<file path="config.mk">
export PLATFORM = sky130hd
export DESIGN_NAME = bilinear_coverage_blend_top
export DESIGN_NICKNAME = d
export VERILOG_FILES = /design/src/rtl/core/bcb_pkg.sv /design/src/rtl/core/bcb_cfg_regs.sv /design/src/rtl/core/bcb_sample_mask.sv /design/src/rtl/core/bcb_interp.sv /design/src/rtl/core/bcb_blend.sv /design/src/rtl/core/bilinear_coverage_blend_top.sv
export SDC_FILE = /design/constraint.sdc
export NUM_CORES = 2
export LEC_CHECK = 0
export ABC_AREA = 1
export CORE_UTILIZATION = 55
export DETAILED_ROUTE_END_ITERATION = 12
export DONT_BUFFER_PORTS = 1
export PLACE_DENSITY_LB_ADDON = 0.15
export SLEW_MARGIN = 20
export SYNTH_ARGS = -nofsm -noshare
export SYNTH_HDL_FRONTEND = slang
export SYNTH_HIERARCHICAL = 1
export SYNTH_SLANG_ARGS = --single-unit
</file>
<file path="constraint.sdc">
create_clock -name clk -period 13.65 [get_ports clk]
set_input_delay 1.365 -clock clk [delete_from_list [all_inputs] [get_ports clk]]
set_output_delay 1.365 -clock clk [all_outputs]
set_load 0.01 [all_outputs]
</file>
<file path="src/rtl/core/bcb_pkg.sv">
// ----------------------------------------------------------------------------
// bcb_pkg
// Types and constants shared by the bilinear coverage blend pipeline.
// ----------------------------------------------------------------------------
`default_nettype none

package bcb_pkg;

    // Field widths fixed by the interface.
    localparam int COORD_W  = 21;
    localparam int PIX_W    = 8;
    localparam int DIM_W    = 13;
    localparam int APB_DW   = 32;
    localparam int APB_AW   = 3;

    // Number of register stages from input to output.
    localparam int NSTAGE   = 5;

    // Register reset values and arithmetic constants.
    localparam logic [DIM_W-1:0] DIM_RESET  = 13'd4096;
    localparam logic [PIX_W-1:0] PIX_MAX    = 8'd255;
    localparam logic [PIX_W-1:0] ROUND_BIAS = 8'd127;

    // Register index, taken from the word address.
    typedef enum logic [0:0] {
        REG_SOURCE_WIDTH  = 1'b0,
        REG_SOURCE_HEIGHT = 1'b1
    } bcb_reg_idx_t;

    typedef logic [PIX_W-1:0] pix_t;

    // Source size as programmed.
    typedef struct packed {
        logic [DIM_W-1:0] source_width;
        logic [DIM_W-1:0] source_height;
    } bcb_cfg_t;

endpackage

`default_nettype wire

</file>
<file path="src/rtl/core/bcb_cfg_regs.sv">
// ----------------------------------------------------------------------------
// bcb_cfg_regs
// APB register file holding the source bitmap width and height.
// ----------------------------------------------------------------------------
`default_nettype none

module bcb_cfg_regs (
    input  wire logic                       clk,
    input  wire logic                       rst_n,
    input  wire logic                       psel,
    input  wire logic                       penable,
    input  wire logic                       pwrite,
    input  wire logic [bcb_pkg::APB_AW-1:0] paddr,
    input  wire logic [bcb_pkg::APB_DW-1:0] pwdata,
    output logic      [bcb_pkg::APB_DW-1:0] prdata,
    output logic                            pready,
    output bcb_pkg::bcb_cfg_t               cfg
);
    import bcb_pkg::*;

    logic [DIM_W-1:0] width_reg;
    logic [DIM_W-1:0] width_next;
    logic [DIM_W-1:0] height_reg;
    logic [DIM_W-1:0] height_next;
    bcb_reg_idx_t     reg_idx;
    logic             wr_en;

    // Registers are word aligned, so the index is the word address bit.
    assign reg_idx = bcb_reg_idx_t'(paddr[2]);
    assign wr_en   = psel && penable && pwrite;
    assign pready  = 1'b1;

    // Write decode.
    always_comb
    begin
        width_next  = width_reg;
        height_next = height_reg;
        if (wr_en)
        begin
            unique case (reg_idx)
                REG_SOURCE_WIDTH:  width_next  = pwdata[DIM_W-1:0];
                REG_SOURCE_HEIGHT: height_next = pwdata[DIM_W-1:0];
                default:           ;
            endcase
        end
    end

    always_ff @(posedge clk or negedge rst_n)
    begin
        if (!rst_n)
        begin
            width_reg  <= DIM_RESET;
            height_reg <= DIM_RESET;
        end
        else
        begin
            width_reg  <= width_next;
            height_reg <= height_next;
        end
    end

    // Read decode.
    always_comb
    begin
        unique case (reg_idx)
            REG_SOURCE_WIDTH:  prdata = APB_DW'(width_reg);
            REG_SOURCE_HEIGHT: prdata = APB_DW'(height_reg);
            default:           prdata = '0;
        endcase
    end

    assign cfg.source_width  = width_reg;
    assign cfg.source_height = height_reg;

endmodule

`default_nettype wire

</file>
<file path="src/rtl/core/bcb_sample_mask.sv">
// ----------------------------------------------------------------------------
// bcb_sample_mask
// First stage: splits the position and zeroes neighbours outside the source.
// ----------------------------------------------------------------------------
`default_nettype none

module bcb_sample_mask #(
    parameter int FRAC_BITS      = 8,
    parameter int MAX_SOURCE_DIM = 4096
) (
    input  wire logic                                clk,
    input  wire logic                                en,
    input  bcb_pkg::bcb_cfg_t                        cfg,
    input  wire logic signed [bcb_pkg::COORD_W-1:0]  src_x_fixed,
    input  wire logic signed [bcb_pkg::COORD_W-1:0]  src_y_fixed,
    input  bcb_pkg::pix_t                            sample_top_left,
    input  bcb_pkg::pix_t                            sample_top_right,
    input  bcb_pkg::pix_t                            sample_bottom_left,
    input  bcb_pkg::pix_t                            sample_bottom_right,
    input  bcb_pkg::pix_t                            dest_coverage,
    output bcb_pkg::pix_t                            s_tl,
    output bcb_pkg::pix_t                            s_tr,
    output bcb_pkg::pix_t                            s_bl,
    output bcb_pkg::pix_t                            s_br,
    output logic             [FRAC_BITS-1:0]         fx,
    output logic             [FRAC_BITS-1:0]         fy,
    output bcb_pkg::pix_t                            dst
);
    import bcb_pkg::*;

    // Integer part width, and a compare width that holds it and the size limit.
    localparam int IW   = COORD_W - FRAC_BITS;
    localparam int CMPW = (IW + 1 > 17) ? IW + 1 : 17;
    localparam logic signed [IW:0]   ONE_S   = (IW + 1)'(1);
    localparam logic [CMPW-1:0]      DIM_MAX = CMPW'(MAX_SOURCE_DIM);

    logic signed [IW:0]     x0;
    logic signed [IW:0]     x1;
    logic signed [IW:0]     y0;
    logic signed [IW:0]     y1;
    logic [CMPW-1:0]        w_lim;
    logic [CMPW-1:0]        h_lim;
    logic                   xl;
    logic                   xr;
    logic                   yt;
    logic                   yb;

    pix_t                   s_tl_reg, s_tl_next;
    pix_t                   s_tr_reg, s_tr_next;
    pix_t                   s_bl_reg, s_bl_next;
    pix_t                   s_br_reg, s_br_next;
    logic [FRAC_BITS-1:0]   fx_reg, fx_next;
    logic [FRAC_BITS-1:0]   fy_reg, fy_next;
    pix_t                   dst_reg, dst_next;

    // A coordinate lies inside when it is not negative and below the limit.
    function automatic logic coord_in(input logic signed [IW:0] c,
                                      input logic [CMPW-1:0] lim);
        logic [CMPW-1:0] cu;
        cu = CMPW'(unsigned'(c));
        return !c[IW] && (cu < lim);
    endfunction

    // Floor of the position is an arithmetic shift; the fraction is the low bits.
    assign x0 = (IW + 1)'(src_x_fixed >>> FRAC_BITS);
    assign y0 = (IW + 1)'(src_y_fixed >>> FRAC_BITS);
    assign x1 = x0 + ONE_S;
    assign y1 = y0 + ONE_S;

    // Source size, limited to the largest supported dimension.
    assign w_lim = (CMPW'(cfg.source_width) > DIM_MAX) ? DIM_MAX
                                                        : CMPW'(cfg.source_width);
    assign h_lim = (CMPW'(cfg.source_height) > DIM_MAX) ? DIM_MAX
                                                         : CMPW'(cfg.source_height);

    assign xl = coord_in(x0, w_lim);
    assign xr = coord_in(x1, w_lim);
    assign yt = coord_in(y0, h_lim);
    assign yb = coord_in(y1, h_lim);

    // Neighbours outside the bitmap read as empty.
    always_comb
    begin
        s_tl_next = (xl && yt) ? sample_top_left     : '0;
        s_tr_next = (xr && yt) ? sample_top_right    : '0;
        s_bl_next = (xl && yb) ? sample_bottom_left  : '0;
        s_br_next = (xr && yb) ? sample_bottom_right : '0;
        fx_next   = src_x_fixed[FRAC_BITS-1:0];
        fy_next   = src_y_fixed[FRAC_BITS-1:0];
        dst_next  = dest_coverage;
    end

    always_ff @(posedge clk)
    begin
        if (en)
        begin
            s_tl_reg <= s_tl_next;
            s_tr_reg <= s_tr_next;
            s_bl_reg <= s_bl_next;
            s_br_reg <= s_br_next;
            fx_reg   <= fx_next;
            fy_reg   <= fy_next;
            dst_reg  <= dst_next;
        end
    end

    assign s_tl = s_tl_reg;
    assign s_tr = s_tr_reg;
    assign s_bl = s_bl_reg;
    assign s_br = s_br_reg;
    assign fx   = fx_reg;
    assign fy   = fy_reg;
    assign dst  = dst_reg;

endmodule

`default_nettype wire

</file>
<file path="src/rtl/core/bcb_interp.sv">
// ----------------------------------------------------------------------------
// bcb_interp
// Two stages of bilinear interpolation: along x, then along y with rounding.
// ----------------------------------------------------------------------------
`default_nettype none

module bcb_interp #(
    parameter int FRAC_BITS = 8
) (
    input  wire logic                   clk,
    input  wire logic                   en_h,
    input  wire logic                   en_v,
    input  bcb_pkg::pix_t               s_tl,
    input  bcb_pkg::pix_t               s_tr,
    input  bcb_pkg::pix_t               s_bl,
    input  bcb_pkg::pix_t               s_br,
    input  wire logic [FRAC_BITS-1:0]   fx,
    input  wire logic [FRAC_BITS-1:0]   fy,
    input  bcb_pkg::pix_t               dst_in,
    output bcb_pkg::pix_t               src,
    output bcb_pkg::pix_t               dst_out
);
    import bcb_pkg::*;

    // Row sums carry FRAC_BITS fraction bits, the final sum twice that.
    localparam int TW = PIX_W + FRAC_BITS;
    localparam int MW = PIX_W + 2 * FRAC_BITS;
    localparam logic [FRAC_BITS:0] ONE_F = {1'b1, {FRAC_BITS{1'b0}}};
    localparam logic [MW:0]        HALF  = (MW + 1)'(1) << (2 * FRAC_BITS - 1);

    logic [FRAC_BITS:0]     wx;
    logic [FRAC_BITS:0]     wy;
    logic [TW:0]            top_sum;
    logic [TW:0]            bot_sum;
    logic [MW:0]            mid_sum;
    logic [MW:0]            mid_rnd;
    logic [PIX_W:0]         src_wide;

    logic [TW-1:0]          top_reg, top_next;
    logic [TW-1:0]          bot_reg, bot_next;
    logic [FRAC_BITS-1:0]   fy_reg, fy_next;
    pix_t                   dst_h_reg, dst_h_next;
    pix_t                   src_reg, src_next;
    pix_t                   dst_v_reg, dst_v_next;

    // Horizontal pass over the top and bottom rows.
    assign wx      = ONE_F - {1'b0, fx};
    assign top_sum = (TW + 1)'(s_tl) * (TW + 1)'(wx) + (TW + 1)'(s_tr) * (TW + 1)'(fx);
    assign bot_sum = (TW + 1)'(s_bl) * (TW + 1)'(wx) + (TW + 1)'(s_br) * (TW + 1)'(fx);

    always_comb
    begin
        top_next   = top_sum[TW-1:0];
        bot_next   = bot_sum[TW-1:0];
        fy_next    = fy;
        dst_h_next = dst_in;
    end

    always_ff @(posedge clk)
    begin
        if (en_h)
        begin
            top_reg   <= top_next;
            bot_reg   <= bot_next;
            fy_reg    <= fy_next;
            dst_h_reg <= dst_h_next;
        end
    end

    // Vertical pass, rounded half up and clamped to the pixel range.
    assign wy       = ONE_F - {1'b0, fy_reg};
    assign mid_sum  = (MW + 1)'(top_reg) * (MW + 1)'(wy)
                    + (MW + 1)'(bot_reg) * (MW + 1)'(fy_reg);
    assign mid_rnd  = mid_sum + HALF;
    assign src_wide = mid_rnd[MW:2*FRAC_BITS];

    always_comb
    begin
        src_next   = (src_wide > {1'b0, PIX_MAX}) ? PIX_MAX : src_wide[PIX_W-1:0];
        dst_v_next = dst_h_reg;
    end

    always_ff @(posedge clk)
    begin
        if (en_v)
        begin
            src_reg   <= src_next;
            dst_v_reg <= dst_v_next;
        end
    end

    assign src     = src_reg;
    assign dst_out = dst_v_reg;

endmodule

`default_nettype wire

</file>
<file path="src/rtl/core/bcb_blend.sv">
// ----------------------------------------------------------------------------
// bcb_blend
// Two stages of over-blend of the sampled source onto the destination.
// ----------------------------------------------------------------------------
`default_nettype none

module bcb_blend (
    input  wire logic       clk,
    input  wire logic       en_m,
    input  wire logic       en_o,
    input  bcb_pkg::pix_t   src,
    input  bcb_pkg::pix_t   dst,
    output bcb_pkg::pix_t   blended
);
    import bcb_pkg::*;

    localparam int PW = 2 * PIX_W;

    logic [PW:0]        qsum;
    pix_t               quot;

    logic [PW-1:0]      prod_reg, prod_next;
    pix_t               src_reg, src_next;
    pix_t               dst_reg, dst_next;
    pix_t               blended_reg, blended_next;

    // Scaled destination share plus the rounding bias.
    always_comb
    begin
        prod_next = PW'(dst) * PW'(PIX_MAX - src) + PW'(ROUND_BIAS);
        src_next  = src;
        dst_next  = dst;
    end

    always_ff @(posedge clk)
    begin
        if (en_m)
        begin
            prod_reg <= prod_next;
            src_reg  <= src_next;
            dst_reg  <= dst_next;
        end
    end

    // Exact division by 255 for this range: (x + (x >> 8) + 1) >> 8.
    assign qsum = (PW + 1)'(prod_reg) + (PW + 1)'(prod_reg[PW-1:PIX_W]) + (PW + 1)'(1);
    assign quot = qsum[PW-1:PIX_W];

    // Empty source keeps the destination; full source or empty destination
    // takes the source.
    always_comb
    begin
        if (src_reg == '0)
        begin
            blended_next = dst_reg;
        end
        else if ((src_reg == PIX_MAX) || (dst_reg == '0))
        begin
            blended_next = src_reg;
        end
        else
        begin
            blended_next = src_reg + quot;
        end
    end

    always_ff @(posedge clk)
    begin
        if (en_o)
        begin
            blended_reg <= blended_next;
        end
    end

    assign blended = blended_reg;

endmodule

`default_nettype wire

</file>
<file path="src/rtl/core/bilinear_coverage_blend_top.sv">
// Accepted data passes the mask, horizontal, vertical, product and output registers.
// Throughput: one transaction per cycle while out_stall is low; each of the five stages holds one item.
// A stall at the output holds the last stage, and stages behind it fill any bubble
// before in_stall rises, so the input stalls only when all five stages are full.
// Reset clears every stage valid bit and sets both source dimensions to 4096.
// ----------------------------------------------------------------------------
// bilinear_coverage_blend_top
// Samples an 8-bit coverage glyph bilinearly and blends it over the destination.
// ----------------------------------------------------------------------------
`default_nettype none

module bilinear_coverage_blend_top #(
    parameter int FRAC_BITS      = 8,
    parameter int MAX_SOURCE_DIM = 4096
) (
    input  wire logic                                clk,
    input  wire logic                                rst_n,
    input  wire logic                                in_valid,
    output logic                                     in_stall,
    input  wire logic signed [bcb_pkg::COORD_W-1:0]  src_x_fixed,
    input  wire logic signed [bcb_pkg::COORD_W-1:0]  src_y_fixed,
    input  wire logic        [bcb_pkg::PIX_W-1:0]    sample_top_left,
    input  wire logic        [bcb_pkg::PIX_W-1:0]    sample_top_right,
    input  wire logic        [bcb_pkg::PIX_W-1:0]    sample_bottom_left,
    input  wire logic        [bcb_pkg::PIX_W-1:0]    sample_bottom_right,
    input  wire logic        [bcb_pkg::PIX_W-1:0]    dest_coverage,
    output logic                                     out_valid,
    input  wire logic                                out_stall,
    output logic             [bcb_pkg::PIX_W-1:0]    blended_coverage,
    input  wire logic                                psel,
    input  wire logic                                penable,
    input  wire logic                                pwrite,
    input  wire logic        [bcb_pkg::APB_AW-1:0]   paddr,
    input  wire logic        [bcb_pkg::APB_DW-1:0]   pwdata,
    output logic             [bcb_pkg::APB_DW-1:0]   prdata,
    output logic                                     pready
);
    import bcb_pkg::*;

    logic [NSTAGE-1:0]      v_reg;
    logic [NSTAGE-1:0]      v_next;
    logic [NSTAGE-1:0]      ce;

    bcb_cfg_t               cfg;
    pix_t                   s_tl, s_tr, s_bl, s_br, dst_s1;
    logic [FRAC_BITS-1:0]   fx, fy;
    pix_t                   src_s3, dst_s3;

    // A stage may load when it is empty or the stage after it moves on.
    always_comb
    begin
        ce[NSTAGE-1] = !v_reg[NSTAGE-1] || !out_stall;
        for (int i = NSTAGE - 2; i >= 0; i--)
        begin
            ce[i] = !v_reg[i] || ce[i+1];
        end
    end

    // Valid bits travel with the data.
    always_comb
    begin
        v_next = v_reg;
        if (ce[0])
        begin
            v_next[0] = in_valid;
        end
        for (int i = 1; i < NSTAGE; i++)
        begin
            if (ce[i])
            begin
                v_next[i] = v_reg[i-1];
            end
        end
    end

    always_ff @(posedge clk or negedge rst_n)
    begin
        if (!rst_n)
        begin
            v_reg <= '0;
        end
        else
        begin
            v_reg <= v_next;
        end
    end

    assign in_stall  = !ce[0];
    assign out_valid = v_reg[NSTAGE-1];

    // Configuration registers.
    bcb_cfg_regs u_cfg (
        .clk     (clk),
        .rst_n   (rst_n),
        .psel    (psel),
        .penable (penable),
        .pwrite  (pwrite),
        .paddr   (paddr),
        .pwdata  (pwdata),
        .prdata  (prdata),
        .pready  (pready),
        .cfg     (cfg)
    );

    // Stage one: neighbour masking.
    bcb_sample_mask #(
        .FRAC_BITS      (FRAC_BITS),
        .MAX_SOURCE_DIM (MAX_SOURCE_DIM)
    ) u_mask (
        .clk                 (clk),
        .en                  (ce[0]),
        .cfg                 (cfg),
        .src_x_fixed         (src_x_fixed),
        .src_y_fixed         (src_y_fixed),
        .sample_top_left     (sample_top_left),
        .sample_top_right    (sample_top_right),
        .sample_bottom_left  (sample_bottom_left),
        .sample_bottom_right (sample_bottom_right),
        .dest_coverage       (dest_coverage),
        .s_tl                (s_tl),
        .s_tr                (s_tr),
        .s_bl                (s_bl),
        .s_br                (s_br),
        .fx                  (fx),
        .fy                  (fy),
        .dst                 (dst_s1)
    );

    // Stages two and three: interpolation.
    bcb_interp #(
        .FRAC_BITS (FRAC_BITS)
    ) u_interp (
        .clk     (clk),
        .en_h    (ce[1]),
        .en_v    (ce[2]),
        .s_tl    (s_tl),
        .s_tr    (s_tr),
        .s_bl    (s_bl),
        .s_br    (s_br),
        .fx      (fx),
        .fy      (fy),
        .dst_in  (dst_s1),
        .src     (src_s3),
        .dst_out (dst_s3)
    );

    // Stages four and five: blend and output register.
    bcb_blend u_blend (
        .clk     (clk),
        .en_m    (ce[3]),
        .en_o    (ce[4]),
        .src     (src_s3),
        .dst     (dst_s3),
        .blended (blended_coverage)
    );

endmodule

`default_nettype wire

</file>
## After elaboration in Yosys (flattened, before gate mapping)

Index checks and enable logic that the tools add are counted.

| cells by class | value |
|---|---|
| equal/unequal tests | 1 |
| add/sub/neg operators | 13 |
| bitwise operators | 1 |
| $lt $le $gt $ge | 7 |
| multipliers | 7 |
| mux-type cells | 5 |
| reductions and logical operators | 31 |

Operators by type and width:

| kind | count |
|---|---|
| $pmux 32 s2 | 1 |
| $lt 14x17->1 | 2 |
| $add 16x16->16 | 2 |
| $mul 8x8->16 | 2 |
| $mul 8x9->16 | 2 |
| $add 13x2->14 const B | 2 |
| $lt 14x13->1 | 2 |
| $gt 13x13->1 const B | 2 |
| $mux 13 | 2 |
| $add 25x16->25 const B | 1 |
| $add 25x24->25 | 1 |
| $mul 16x9->25 | 1 |
| $mul 16x8->24 | 1 |
| $sub 9x8->9 const A | 2 |
| $add 16x1->16 const B | 1 |
| $add 16x7->16 const B | 1 |
| $add 16x8->16 | 1 |
| $logic_not 8->1 | 2 |
| $mul 8x16->16 | 1 |
| $mux 8 | 2 |
| $logic_not 1->1 | 11 |
| $logic_and 1x1->1 | 10 |
| $gt 9x8->1 const B | 1 |
| $sub 8x8->9 const A | 1 |
| other kinds (5) | 11 |

| storage, ports and cells | value |
|---|---|
| register bits | 191 |
| word-level logic and storage cells | 89 |
| output and inout bits | 43 |
| input port bits | 124 |

## Depth between registers and ports, before layout

| logic depth | value |
|---|---|
| word-level depth | 7 |
| depth in mapped cells | 33 |
| gate-level depth less buffers | 31 |

## Cells and area by module

The synthesis kept the hierarchy.

By module, submodules not included:

| module | seq. area each (sq um) | instances | cells each | area each (sq um) |
|---|---|---|---|---|
| bcb_interp | 1921.8 | 1 | 2650 | 20948.8 |
| bcb_blend | 1201.2 | 1 | 498 | 4405.5 |
| bcb_sample_mask | 1681.6 | 1 | 415 | 3877.5 |
| bcb_cfg_regs | 653.1 | 1 | 180 | 1385.1 |
| bilinear_coverage_blend_top | 125.1 | 1 | 21 | 224.0 |

## Worst setup path after synthesis

OpenSTA, ideal clock, no wires.

| timing | value |
|---|---|
| path type | register to register |
| from | reg u_mask.fx_reg[0], in the netlist u_mask/fx[0] |
| to | reg u_interp.top_reg[15], data pin |
| data required time | 13.398 ns |
| path slack | 7.599 ns |
| setup time | 0.252 ns |
| path buffers | 2 |
| stages on the path, launching flop included | 27 |
| arrival | 5.799 ns |
| period minus slack after synthesis | 6.051 ns |
| path through | edfxtp_1 clkbuf_1 clkbuf_1 inv_1 ha_1 nand3_2 nand2_1 nand2_1 clkinv_1 nand2_1 fa_1 fa_1 inv_1 fa_1 fa_1 inv_1 fa_1 fa_1 inv_1 ha_1 nand2_1 o21ai_0 a21oi_1 o21ai_0 inv_1 nand2_1 nand2_1 |

| on the way | value |
|---|---|
| cells in the longest elaborated chain, start to end | 3 |
| elaborated cells on any way between the ends | 4 |
| classes of those cells | add/sub: 2; mul: 2 |

Ends and longest elaborated chain:

| item | line | text |
|---|---|---|
| from (decl) | bcb_sample_mask.sv:52 | `logic [FRAC_BITS-1:0] fx_reg, fx_next;` |
| from (signal assigned) | bcb_sample_mask.sv:101 | `fx_reg <= fx_next;` |
| $sub 9x8->9 | bcb_interp.sv:47 | `assign wx = ONE_F - {1'b0, fx};` |
| $mul 8x9->16 | bcb_interp.sv:48 | `assign top_sum = (TW + 1)'(s_tl) * (TW + 1)'(wx) + (TW + 1)'(s_tr) * (TW + 1)'(fx);` |
| $add 16x16->16 (*) | bcb_interp.sv:48 |  |
| via u_interp.top_sum[15] | bcb_interp.sv:33 | `logic [TW:0] top_sum;` |
| to (signal assigned) | bcb_interp.sv:63 | `top_reg <= top_next;` |
| to (decl) | bcb_interp.sv:39 | `logic [TW-1:0] top_reg, top_next;` |

Mark *: on every way through the listed nets, which the timed path passes. The rest lies on a longest branch.
A chain may end at the register's enable or synchronous reset.

## Final worst setup path

| timing | value |
|---|---|
| from | reg u_mask.fx_reg[4], in the netlist u_mask/fx[4] |
| to | reg u_interp.bot_reg[15], data pin |

| on the way | value |
|---|---|
| cells in the longest elaborated chain, start to end | 3 |
| elaborated cells on any way between the ends | 4 |
| classes of those cells | add/sub: 2; mul: 2 |

Ends and longest elaborated chain:

| item | line | text |
|---|---|---|
| $sub 9x8->9 | bcb_interp.sv:47 |  |
| $mul 8x9->16 | bcb_interp.sv:49 | `assign bot_sum = (TW + 1)'(s_bl) * (TW + 1)'(wx) + (TW + 1)'(s_br) * (TW + 1)'(fx);` |
| $add 16x16->16 (*) | bcb_interp.sv:49 |  |
| via u_interp.bot_sum[15] | bcb_interp.sv:34 | `logic [TW:0] bot_sum;` |
| to (signal assigned) | bcb_interp.sv:64 | `bot_reg <= bot_next;` |
| to (decl) | bcb_interp.sv:40 | `logic [TW-1:0] bot_reg, bot_next;` |

Marks and branches as above.

==> reports/qor.yml <==
firstDrtPassIters: 5
cts_hold_buf: 0
hp-start: "u_mask/dst[3]"
place_hpwl_mm: 57.23
tightest_slew_ns: 0.9415
hold_violations: 0
r2r-end: "u_interp/bot_reg[15]"
synth-simple-area-share: 0.1806
drcViolationCount: 0
clock.fmax_ghz: 0.1382
rows: 86
synthMuxAreaShare: 0
synth_top_area_cell: "fa_1"
reg2reg_depth: 27
core-area_sq_mm: 0.05520
reg2reg_from: "u_mask/fx[4]"
whs_endpoint: "u_interp/dst_h_reg[3]"
clk_latency_ns: 0.49
slew-limit-headroom: 0.3724
final_cell_mix: "1,063 x inv_1, 851 x nand2_1, 465 x fa_1"
synth_top_family_by_area: "adder cells"
startpoint: "u_mask/fx[4]"
grt_antenna_before_repair: 1
nNetsFinal: 4612
cp.required_ns: 13.88
dpl_cell_area_sq_mm: 0.03134
cts_root_buf: "clkbuf_16"
die_w_microns: 238.8
clock-skew-final_ns: 0.01948
yosysWarnings: 6
critPathMaxStageDelay_ns: 0.97
crit_path_start_kind: "flip-flop"
cts_tree: "built"
setup_viol: 0
ys_seq_area_frac: 0.1810
slew_violations: 0
crit_slowest_cell: "edfxtp_1"
wl_per_cell_microns: 15.36
gr-usage-all-layers: 0.2563
grt_pass1_wl_mm: 113.7
synth_area_sq_mm: 0.03084
grt-ovfl-total: 0
cp-end-kind: "flip-flop"
drtAntennaViolNets: 0
hold_ws_ns: 0.4136
cts_sinks: 191
via_per_inst: 4.972
reg2reg_slack_ns: 6.42
synthFlopType: "edfxtp_1"
crit_top_cell: "inv_1"
syn_avg_cell_area_sq_um: 8.194
htreeDepth: 4
ys_ff_latch: 191
synth_fa_ha_area_frac: 0.4345
status: "finished, final reports clean"
die_y_microns: 238.8
numPortBuffers: 0
synth_xor_area_frac: 0.02045
design.die.area_sq_mm: 0.05703
grt_pass1_vias: 22570
rsz0062_at_grt: "no"
async_reset_ff_frac: 0.1623
n_antenna_cell: 0
nFillCells: 5132
final.min_clock_period_ns: 7.235
period_share: 0.5300
dr.first_iter.drc_count: 1393
synth_edf_count: 160
num_vias: 22160
crit_type: "flip-flop to flip-flop"
syn_to_final_growth_pct: 3.586
synth_top_area_frac: 0.3018
start_util: 0.5587
whs_path_depth: 0
wl_mm: 68.47
cp.arrival_ns: 7.46
tns_ns: 0
final_common_cell: "inv_1"
synth.area.top_cells: "fa_1 30%, edfxtp_1 16%, ha_1 13%, inv_1 13%, nand2_1 10%"
hold_path_class: "flip-flop to flip-flop"
clkTransAtPathRegs_ns: 0.08
grt_max_degree: 52
synth_cells: 3764
ios: 167
clk_path_buf_depth: 2
maxCapViolations: 0
cp_max_fo: 20
drive_gt1_frac: 0.04044
gp_congestion: 0.9319
ctsResizeCount: 0
final_area_sq_mm: 0.03195
synth_compound_area_frac: 0.03185
synth_cell_types: 61
postCtsSetupBuffers: 0
cts_inserted_buffers: 17
[worst max path at each step]
stage                      endpoint  slack, ns
3_3_place_gp   u_interp/bot_reg[15]       6.59
3_5_place_dp   u_interp/bot_reg[15]       6.58
6_report       u_interp/bot_reg[15]       6.42
4_1_cts        u_interp/bot_reg[15]       6.54
2_1_floorplan  u_interp/top_reg[15]       7.60
5_1_grt        u_interp/bot_reg[15]       5.93
[critical path: cells and delay by family (launching register included)]
family,cells,cell delay (ns)
flip-flops,1,0.97
buffers and inverters,9,1.00
adder cells (fa/ha/maj),7,3.03
AO/OA/AOI/OAI,1,0.46
AND/OR/NAND/NOR,9,0.87
XOR/XNOR,1,0.63
[stage by stage]
step           utilization  cells  worst slack, ns
2_1_floorplan            -   3782            7.599
3_3_place_gp        0.5678   4425            6.595
3_5_place_dp        0.5678   4425            6.583
4_1_cts             0.5787   4457            6.541
5_1_grt             0.5787   4457            5.933
6_report            0.5787   4457            6.415
[cell families after synthesis]
logic type,Yosys count
compound gates,169
xor+xnor,72
buf+inv,1196
simple gates,1342
fa+ha+maj,792
other cells,2
flops,191
[cell usage after synthesis, types with 5 or more instances]
library cell and n:
inv_1 1064, nand2_1 851, fa_1 465, ha_1 327
nor2_1 270, edfxtp_1 160, nand3_1 96, a21oi_1 83
clkbuf_1 58, xor2_1 49, nor2_2 44, o21ai_0 44
dfrtp_1 29, xnor2_1 23, buf_4 21, nand4_1 18
buf_2 17, nand2_2 15, nor3_1 13, buf_1 9
buf_6 8, clkbuf_2 8, inv_2 8, a31oi_1 7
nand3_2 6, a21o_1 5, o21bai_1 5
[metal layers]
| metal | up-vias | share of wire | global-route usage |
|---|---|---|---|
| li1 | 10850 | - | - |
| met1 | 10700 | 0.43 | 0.3267 |
| met2 | 512 | 0.50 | 0.4507 |
| met3 | 94 | 0.045 | 0.03776 |
| met4 | 2 | 0.022 | 0.07401 |
| met5 | - | 0.00019 | 0 |
[layout make-up]
cell class | count | area, sq um | share of cell area
repair buffers | 16 | 120.1 | 0.003760
flip-flops and latches | 191 | 5583 | 0.1748
clock inverters | 14 | 177.7 | 0.005561
multi-input cells | 2395 | 20660 | 0.6467
well taps | 748 | 935.9 | 0.02930
inverters | 1075 | 4043 | 0.1265
clock buffers | 18 | 429.2 | 0.01343
Power is left out: the tool's default activity adds up to more than one toggle a clock period on the data nets, which glitch-free logic cannot reach.
